[src/rtl/wfc_pkg.sv]
package wfc_pkg;

  // Default table geometry.
  localparam int unsigned DEF_TABLE_WORDS = 32;
  localparam int unsigned DEF_WORD_CHARS  = 64;

  // Character constants.
  localparam logic [7:0] APOSTROPHE = 8'h27;

  // Request commands.
  localparam logic CMD_TEXT = 1'b0;
  localparam logic CMD_END  = 1'b1;

  // Result kinds.
  localparam logic KIND_WORD    = 1'b0;
  localparam logic KIND_SUMMARY = 1'b1;

  // Status codes.
  localparam logic [1:0] ST_OK   = 2'd0;
  localparam logic [1:0] ST_LONG = 2'd1;
  localparam logic [1:0] ST_FULL = 2'd2;

  localparam logic [15:0] COUNT_MAX = 16'hFFFF;

  // Operation broadcast from the sequencer to every cell.
  typedef struct packed {
    logic       append;   // byte is stored at the current position
    logic       endw;     // word ends and is looked up
    logic       clr;      // end of text, match flags return to idle
    logic       any_hit;  // some cell matched the ending word
    logic [7:0] ch;       // byte being appended
  } wfc_ctl_t;

  // Lookup result handed along the row of cells.
  typedef struct packed {
    logic        hit;
    logic [7:0]  slot;
    logic [15:0] count;
  } wfc_link_t;

endpackage

[src/rtl/wfc_cell.sv]
module wfc_cell
  import wfc_pkg::*;
#(
  parameter int unsigned TABLE_WORDS = DEF_TABLE_WORDS,
  parameter int unsigned WORD_CHARS  = DEF_WORD_CHARS,
  parameter int unsigned INDEX       = 0,
  localparam int unsigned LW = $clog2(WORD_CHARS + 1),
  localparam int unsigned DW = $clog2(TABLE_WORDS + 1),
  localparam int unsigned AW = (WORD_CHARS > 1) ? $clog2(WORD_CHARS) : 1
) (
  input  logic          clk_i,
  input  logic          rst_ni,
  input  wfc_ctl_t      ctl_i,
  input  logic [LW-1:0] cur_len_i,
  input  logic [LW-1:0] rd_addr_i,
  input  logic [DW-1:0] distinct_i,
  input  wfc_link_t     link_i,
  output wfc_link_t     link_o,
  output logic          hit_o
);

  logic [7:0]    mem [WORD_CHARS];
  logic [7:0]    rd_q;
  logic [LW-1:0] len_q;
  logic [15:0]   tally_q;
  logic          mt_q, mt_d;
  logic          valid, free, insert;
  logic [15:0]   next_count;

  // This cell holds a word when its index is below the fill count; the first
  // empty cell collects the bytes of the word being built.
  assign valid  = DW'(INDEX) < distinct_i;
  assign free   = DW'(INDEX) == distinct_i;
  assign insert = ctl_i.endw && !ctl_i.any_hit && free;

  // Word text store, read one position ahead of the arriving byte.
  always_ff @(posedge clk_i) begin
    if (ctl_i.append && free) begin
      mem[cur_len_i[AW-1:0]] <= ctl_i.ch;
    end
    rd_q <= mem[rd_addr_i[AW-1:0]];
  end

  // Running match flag for the word being built.
  always_comb begin
    mt_d = mt_q;
    if (ctl_i.endw || ctl_i.clr) begin
      mt_d = 1'b1;
    end else if (ctl_i.append) begin
      mt_d = mt_q && (rd_q == ctl_i.ch);
    end
  end

  always_ff @(posedge clk_i or negedge rst_ni) begin
    if (!rst_ni) begin
      mt_q <= 1'b1;
    end else begin
      mt_q <= mt_d;
    end
  end

  assign hit_o      = valid && mt_q && (len_q == cur_len_i);
  assign next_count = (tally_q == COUNT_MAX) ? tally_q : tally_q + 16'd1;

  // Length and tally of the stored word.
  always_ff @(posedge clk_i) begin
    if (insert) begin
      len_q   <= cur_len_i;
      tally_q <= 16'd1;
    end else if (ctl_i.endw && hit_o) begin
      tally_q <= next_count;
    end
  end

  // Pass the lookup result on to the next cell.
  always_comb begin
    link_o = link_i;
    if (hit_o) begin
      link_o.hit   = 1'b1;
      link_o.slot  = 8'(INDEX);
      link_o.count = next_count;
    end
  end

endmodule

[config.mk]
export PLATFORM = sky130hd
export DESIGN_NAME = wfc_cell
export DESIGN_NICKNAME = d
export VERILOG_FILES = /design/src/rtl/wfc_pkg.sv /design/src/rtl/wfc_cell.sv
export SDC_FILE = /design/constraint.sdc
export NUM_CORES = 1
export LEC_CHECK = 0
export BUFFER_PORTS_ARGS = -buffer_cell sky130_fd_sc_hd__buf_4
export CORE_ASPECT_RATIO = 0.8
export CORE_UTILIZATION = 50
export DETAILED_ROUTE_END_ITERATION = 10
export PLACE_DENSITY_LB_ADDON = 0.2
export SYNTH_ARGS = -nofsm -noshare
export SYNTH_HDL_FRONTEND = slang
export SYNTH_SLANG_ARGS = --single-unit
[constraint.sdc]
create_clock -name clk_i -period 2.4 [get_ports clk_i]
set_input_delay 0.48 -clock clk_i [delete_from_list [all_inputs] [get_ports clk_i]]
set_output_delay 0.48 -clock clk_i [all_outputs]
set_load 0.02 [all_outputs]
# Word level (Yosys, flattened, before mapping)
# Memories as Yosys holds them, arrays and structs flattened. A register that Yosys moved wholly into a read port is not among the register bits.
# Index checks and enable logic that the tools add are counted.
# op_classes
n_addsub,1
magnitude_cmp,1
eq_ne,3
mux,6
n_reduce_logical,11
# ops
operator,n
25-bit two-way mux,1
16-bit by 1-bit adder with 16-bit output (second input constant),1
16-bit == test (second input constant),1
16-bit two-way mux,1
8-bit == test,1
7-bit == test,1
1-bit logical AND,7
6-bit logical NOT,1
1-bit by 6-bit < comparator with 1-bit output (first input constant),1
1-bit two-way mux,4
2-bit nonzero test,1
1-bit logical NOT,1
1-bit logical OR,1
# totals
reg_bits,24
mem_bits_rw,512
in_bits,59
n_memories,1
# memory_table
memory,words,width,read_ports,rd_clocked_by_memory_dff,write_ports,line_no,rtl
mem,64,8,1,1,1,wfc_cell.sv:22,logic [7:0] mem [WORD_CHARS];

# Longest topological paths before layout
# depth
ltp_word,4
ltp_mapped,8
mapped_depth_nobuf,7

# Worst setup path before layout
# OpenSTA, ideal clock, no wires.
# synth_timing
path_type,in2out
from,in cur_len_i[1]
to,out link_o[13] in the netlist's numbering
t_arrival_ns,2.068
required_ns,1.920
setup_slack_ns,-0.148
path_stages,8
path_buffers,3
cell_sequence,clkbuf_1 > xor2_1 > nor4_2 > and3_1 > buf_2 > buf_2 > nor2_1 > a31oi_1
# synth_rtl
element,line_no,rtl
start: declaration,wfc_cell.sv:14,"input logic [LW-1:0] cur_len_i,"
end: declaration,wfc_cell.sv:18,"output wfc_link_t link_o,"

==> load_flow_metrics.sql <==
INSERT INTO impl_metrics (metric_group, metric, value, unit) VALUES
('drt', 'met2_length', '24200', 'µm'),
('power', 'total_power', '20.1', 'mW'),
('critical_path', 'crit_type', 'flop to primary output', ''),
('drt', 'drt-met1-wl', '23700', 'µm'),
('placed_design', 'place.port_buffers', '83', ''),
('synthesis', 'synth_top_area_cell', 'sky130_fd_sc_hd__edfxtp_1', ''),
('drt', 'via_count_of_the_routed_design', '12100', ''),
('power', 'powerDensity', '749', 'nW/µm²'),
('clock_network', 'clock_path_buffers', '3', ''),
('timing', 'fin_ws', '-446', 'ps'),
('layout', 'nets', '1499', ''),
('layout', 'layout.cell_area.non_filler', '26800', 'µm²'),
('drt', 'initial_detailed_routing_violation_count', '1383', ''),
('critical_path', 'worst_path_dominant_cell_family', 'simple AND/OR/NAND/NOR gates', ''),
('synthesis', 'netlist_instances', '1143', ''),
('status', 'status', 'complete, but fails checks', ''),
('critical_path', 'critical-path-slowest-cell', 'sky130_fd_sc_hd__edfxtp_1', ''),
('drt', 'postRouteWirelength', '53200', 'µm'),
('synthesis', 'mapped_avg_cell_area', '19.1', 'µm²'),
('timing', 'fmax', '351', 'MHz'),
('timing', 'final_max_slew_viol_count', '0', ''),
('critical_path', 'timing.critical_path.fanout_max', '6', ''),
('clock_network', 'clk-insertion-delay-late', '580', 'ps'),
('floorplan', 'die_outline_area', '44500', 'µm²'),
('synthesis', 'number_of_flops_mapped_to_enable_cells_by_yosys', '519', ''),
('placed_design', 'detailedPlacementHpwl', '33900', 'µm'),
('critical_path', 'worst_ep_arrival_time', '2370', 'ps'),
('critical_path', 'worst-endpoint-required', '1920', 'ps'),
('synthesis', 'primary_flip_flop_cell_chosen_by_synthesis_mapping', 'sky130_fd_sc_hd__edfxtp_1', ''),
('drt', 'drt-wirelength-per-cell', '26.1', 'µm'),
('synthesis', 'synth_warnings', '0', ''),
('synthesis', 'yosysUniqueCellTypes', '58', ''),
('synthesis', 'netlist_top_cells_area', 'sky130_fd_sc_hd__edfxtp_1 71%, sky130_fd_sc_hd__mux4_2 13%, sky130_fd_sc_hd__dfxtp_1 2.2%', ''),
('synthesis', 'syn_area', '21800', 'µm²'),
('drt', 'via_per_inst', '5.94', ''),
('clock_network', 'tritoncts', 'built', ''),
('layout', 'diodes', '0', ''),
('status', 'violated_checks', 'negative setup slack', ''),
('synthesis', 'synth_nets', '1203', ''),
('drt', 'routed.top_layer', 'met4', ''),
('global_routing', 'first_global_vias', '12400', ''),
('floorplan', 'placement_rows', '68', ''),
('layout', 'area_growth', '23.0', '%'),
('synthesis', 'synth-seq-cells', '544', ''),
('global_routing', 'largest_net_degree_at_the_start_of_global_routing', '65', ''),
('placed_design', 'placed_cell_area', '24500', 'µm²'),
('global_routing', 'antenna_found_initial', '2', ''),
('global_routing', 'first_pass_grt_wire_length', '79500', 'µm'),
('critical_path', 'cpPeakStageDelay', '380', 'ps'),
('timing', 'fin_worst_skew', '20.8', 'ps'),
('timing', 'grt_setup_unrepaired', 'yes', ''),
('job', 'timing.max_cap.violations', '0', ''),
('floorplan', 'initial_cell_density_of_the_core', '50.7', '%'),
('power', 'static-leakage-power', '9.01', 'nW'),
('timing', 'finalHoldViolations', '0', ''),
('layout', 'post_route_cells_drive_above_1_share', '38.6', '%'),
('timing', 'finalCritPeriodShare', '119', '%'),
('synthesis', 'proportion_of_register_bits_with_asynchronous_set_or_reset_after_synthesis', '0.184', '%'),
('critical_path', 'critPathCaptureType', 'primary output', ''),
('global_routing', 'grt_overflow_total', '0', ''),
('power', 'highest_ir_drop_seen_on_vdd', '0.669', 'mV'),
('floorplan', 'chipWidth', '235', 'µm'),
('drt', 'route.met3.wl', '3870', 'µm'),
('timing', 'count_of_final_setup_violators', '26', ''),
('timing', 'timing_worst_slew_pin_value', '787', 'ps'),
('clock_network', 'cts_buffers', '52', ''),
('floorplan', 'num_io_pins', '85', ''),
('synthesis', 'synth_seq_area_share', '73.8', '%'),
('floorplan', 'area_of_the_placeable_core', '43100', 'µm²'),
('synthesis', 'post-synth-top-area-fraction', '71.5', '%'),
('clock_network', 'numClockSinks', '544', '');
-- logic make-up after synthesis --
| group | count (synthesis) | share of synthesized area (%) |
|---|---|---|
| simple gates | 223 | 5.09 |
| xor+xnor | 24 | 0.964 |
| mux | 153 | 14.4 |
| compound gates | 123 | 3.77 |
| fa+ha+maj | 1 | 0.0574 |
| flops | 544 | 73.8 |
| buf+inv | 75 | 1.91 |
-- cell usage after synthesis (5+ instances only) --
master and instances:
sky130_fd_sc_hd__a211oi_1 6, sky130_fd_sc_hd__a21oi_1 30, sky130_fd_sc_hd__a221oi_1 6, sky130_fd_sc_hd__a22o_1 6
sky130_fd_sc_hd__a31oi_1 7, sky130_fd_sc_hd__and3_1 7, sky130_fd_sc_hd__buf_2 30, sky130_fd_sc_hd__buf_4 5
sky130_fd_sc_hd__buf_6 6, sky130_fd_sc_hd__clkbuf_1 22, sky130_fd_sc_hd__dfxtp_1 24, sky130_fd_sc_hd__edfxtp_1 519
sky130_fd_sc_hd__inv_1 6, sky130_fd_sc_hd__mux2_2 5, sky130_fd_sc_hd__mux2i_1 16, sky130_fd_sc_hd__mux4_2 128
sky130_fd_sc_hd__nand2_1 23, sky130_fd_sc_hd__nand2b_1 6, sky130_fd_sc_hd__nand3_1 19, sky130_fd_sc_hd__nand3b_1 7
sky130_fd_sc_hd__nand4_1 6, sky130_fd_sc_hd__nor2_1 93, sky130_fd_sc_hd__nor2b_1 21, sky130_fd_sc_hd__nor3_1 9
sky130_fd_sc_hd__nor4_1 8, sky130_fd_sc_hd__o21ai_0 9, sky130_fd_sc_hd__o21ai_1 11, sky130_fd_sc_hd__o221ai_1 10
sky130_fd_sc_hd__o22ai_1 16, sky130_fd_sc_hd__o31ai_1 6, sky130_fd_sc_hd__or4_1 6, sky130_fd_sc_hd__xnor2_1 20
-- cell usage in the layout, fill, tap and decap left out, types with 8 or more instances in the layout --
| master | synthesis | layout |
|---|---|---|
| sky130_fd_sc_hd__edfxtp_1 | 519 | 519 |
| sky130_fd_sc_hd__buf_4 | 5 | 263 |
| sky130_fd_sc_hd__mux4_2 | 128 | 128 |
| sky130_fd_sc_hd__nor2_1 | 93 | 84 |
| sky130_fd_sc_hd__clkbuf_16 | 0 | 54 |
| sky130_fd_sc_hd__nand2_1 | 23 | 23 |
| sky130_fd_sc_hd__buf_6 | 6 | 23 |
| sky130_fd_sc_hd__a21oi_1 | 30 | 22 |
| sky130_fd_sc_hd__dfxtp_1 | 24 | 21 |
| sky130_fd_sc_hd__nor2b_1 | 21 | 19 |
| sky130_fd_sc_hd__nand3_1 | 19 | 19 |
| sky130_fd_sc_hd__xnor2_1 | 20 | 19 |
| sky130_fd_sc_hd__buf_12 | 2 | 19 |
| sky130_fd_sc_hd__mux2i_1 | 16 | 16 |
| sky130_fd_sc_hd__o22ai_1 | 16 | 16 |
| sky130_fd_sc_hd__clkinv_2 | 0 | 12 |
| sky130_fd_sc_hd__o21ai_1 | 11 | 10 |
| sky130_fd_sc_hd__o221ai_1 | 10 | 10 |
| sky130_fd_sc_hd__clkinv_1 | 0 | 10 |
| sky130_fd_sc_hd__o21ai_0 | 9 | 9 |
| sky130_fd_sc_hd__bufinv_16 | 0 | 9 |
| sky130_fd_sc_hd__nor3_1 | 9 | 8 |
| sky130_fd_sc_hd__a21oi_2 | 0 | 8 |
-- worst paths after layout --
kind | start | to | slack, ps | cells after the start
max | len_q[2] | link_o[7] | -450 | 9
max reg2reg | len_q[2] | tally_q[7] | 120 | 11
max in group asynchronous | rst_ni | mt_q | 2000 | 2
min in group asynchronous | rst_ni | mt_q | 380 | 2
min reg2reg | tally_q[12] | tally_q[12] | 510 | 2
min | ctl_i[9] | mt_q | 100 | 2
-- layer usage --
layer | track usage [%] | up-vias
li1 | - | 5293
met1 | 37.2 | 6292
met2 | 37.0 | 451
met3 | 3.82 | 90
met4 | 7.14 | 0
met5 | 0 | -
-- power by group --
part	internal (mW)	leakage, nW	switching, mW
Combinational	0.534	3.28	0.660
Sequential	10.4	4.87	0.0238
Clock	5.00	0.860	3.45
-- flip-flops by register name, summed over array words and instances (netlist names) --
| register | flops |
|---|---|
| rd_q | 8 |
| mt_q | 1 |
| len_q | 7 |
| mem | 512 |
| tally_q | 16 |
-- worst reg2reg max path, delay by kind of cell, from the launching register on --
| family | cells | cell delay [ps] |
|---|---|---|
| AO/OA/AOI/OAI | 1 | 150 |
| XOR/XNOR | 1 | 180 |
| buffers and inverters | 6 | 700 |
| AND/OR/NAND/NOR | 3 | 830 |
| flip-flops | 1 | 380 |
-- through the flow --
stage                     std cells  setup WS [ps]  util (%)  setup TNS (ps)
final                          2041           -446      62.3           -9900
after global routing           2041           -569      62.3          -13060
after CTS                      2043           -435      62.0          -13720
after detailed placement       1924           -249      57.0          -16910
after global placement         1924           -305      57.0          -11530
after floorplan                1143          -10.3         -           -20.5
-- timing repair --
item                       CTS  global route
setup endpoints to repair   26            42
buffers inserted            20             4
pin swaps                   17             5
hold buffers                 1             0
gates resized for setup     44            38
hold endpoints to repair     1             0
cloned                       2             1
-- cell type report --
type | count | area (µm²) | share of cell area, %
timing repair buffer | 311 | 2730 | 10.2
clock inverter | 36 | 408 | 1.52
tap | 560 | 701 | 2.61
inverter | 6 | 22.5 | 0.0839
clock buffer | 60 | 1350 | 5.04
multi-input combinational | 524 | 5520 | 20.6
sequential | 544 | 16100 | 60.0
Power figures use the tool's default switching activity.
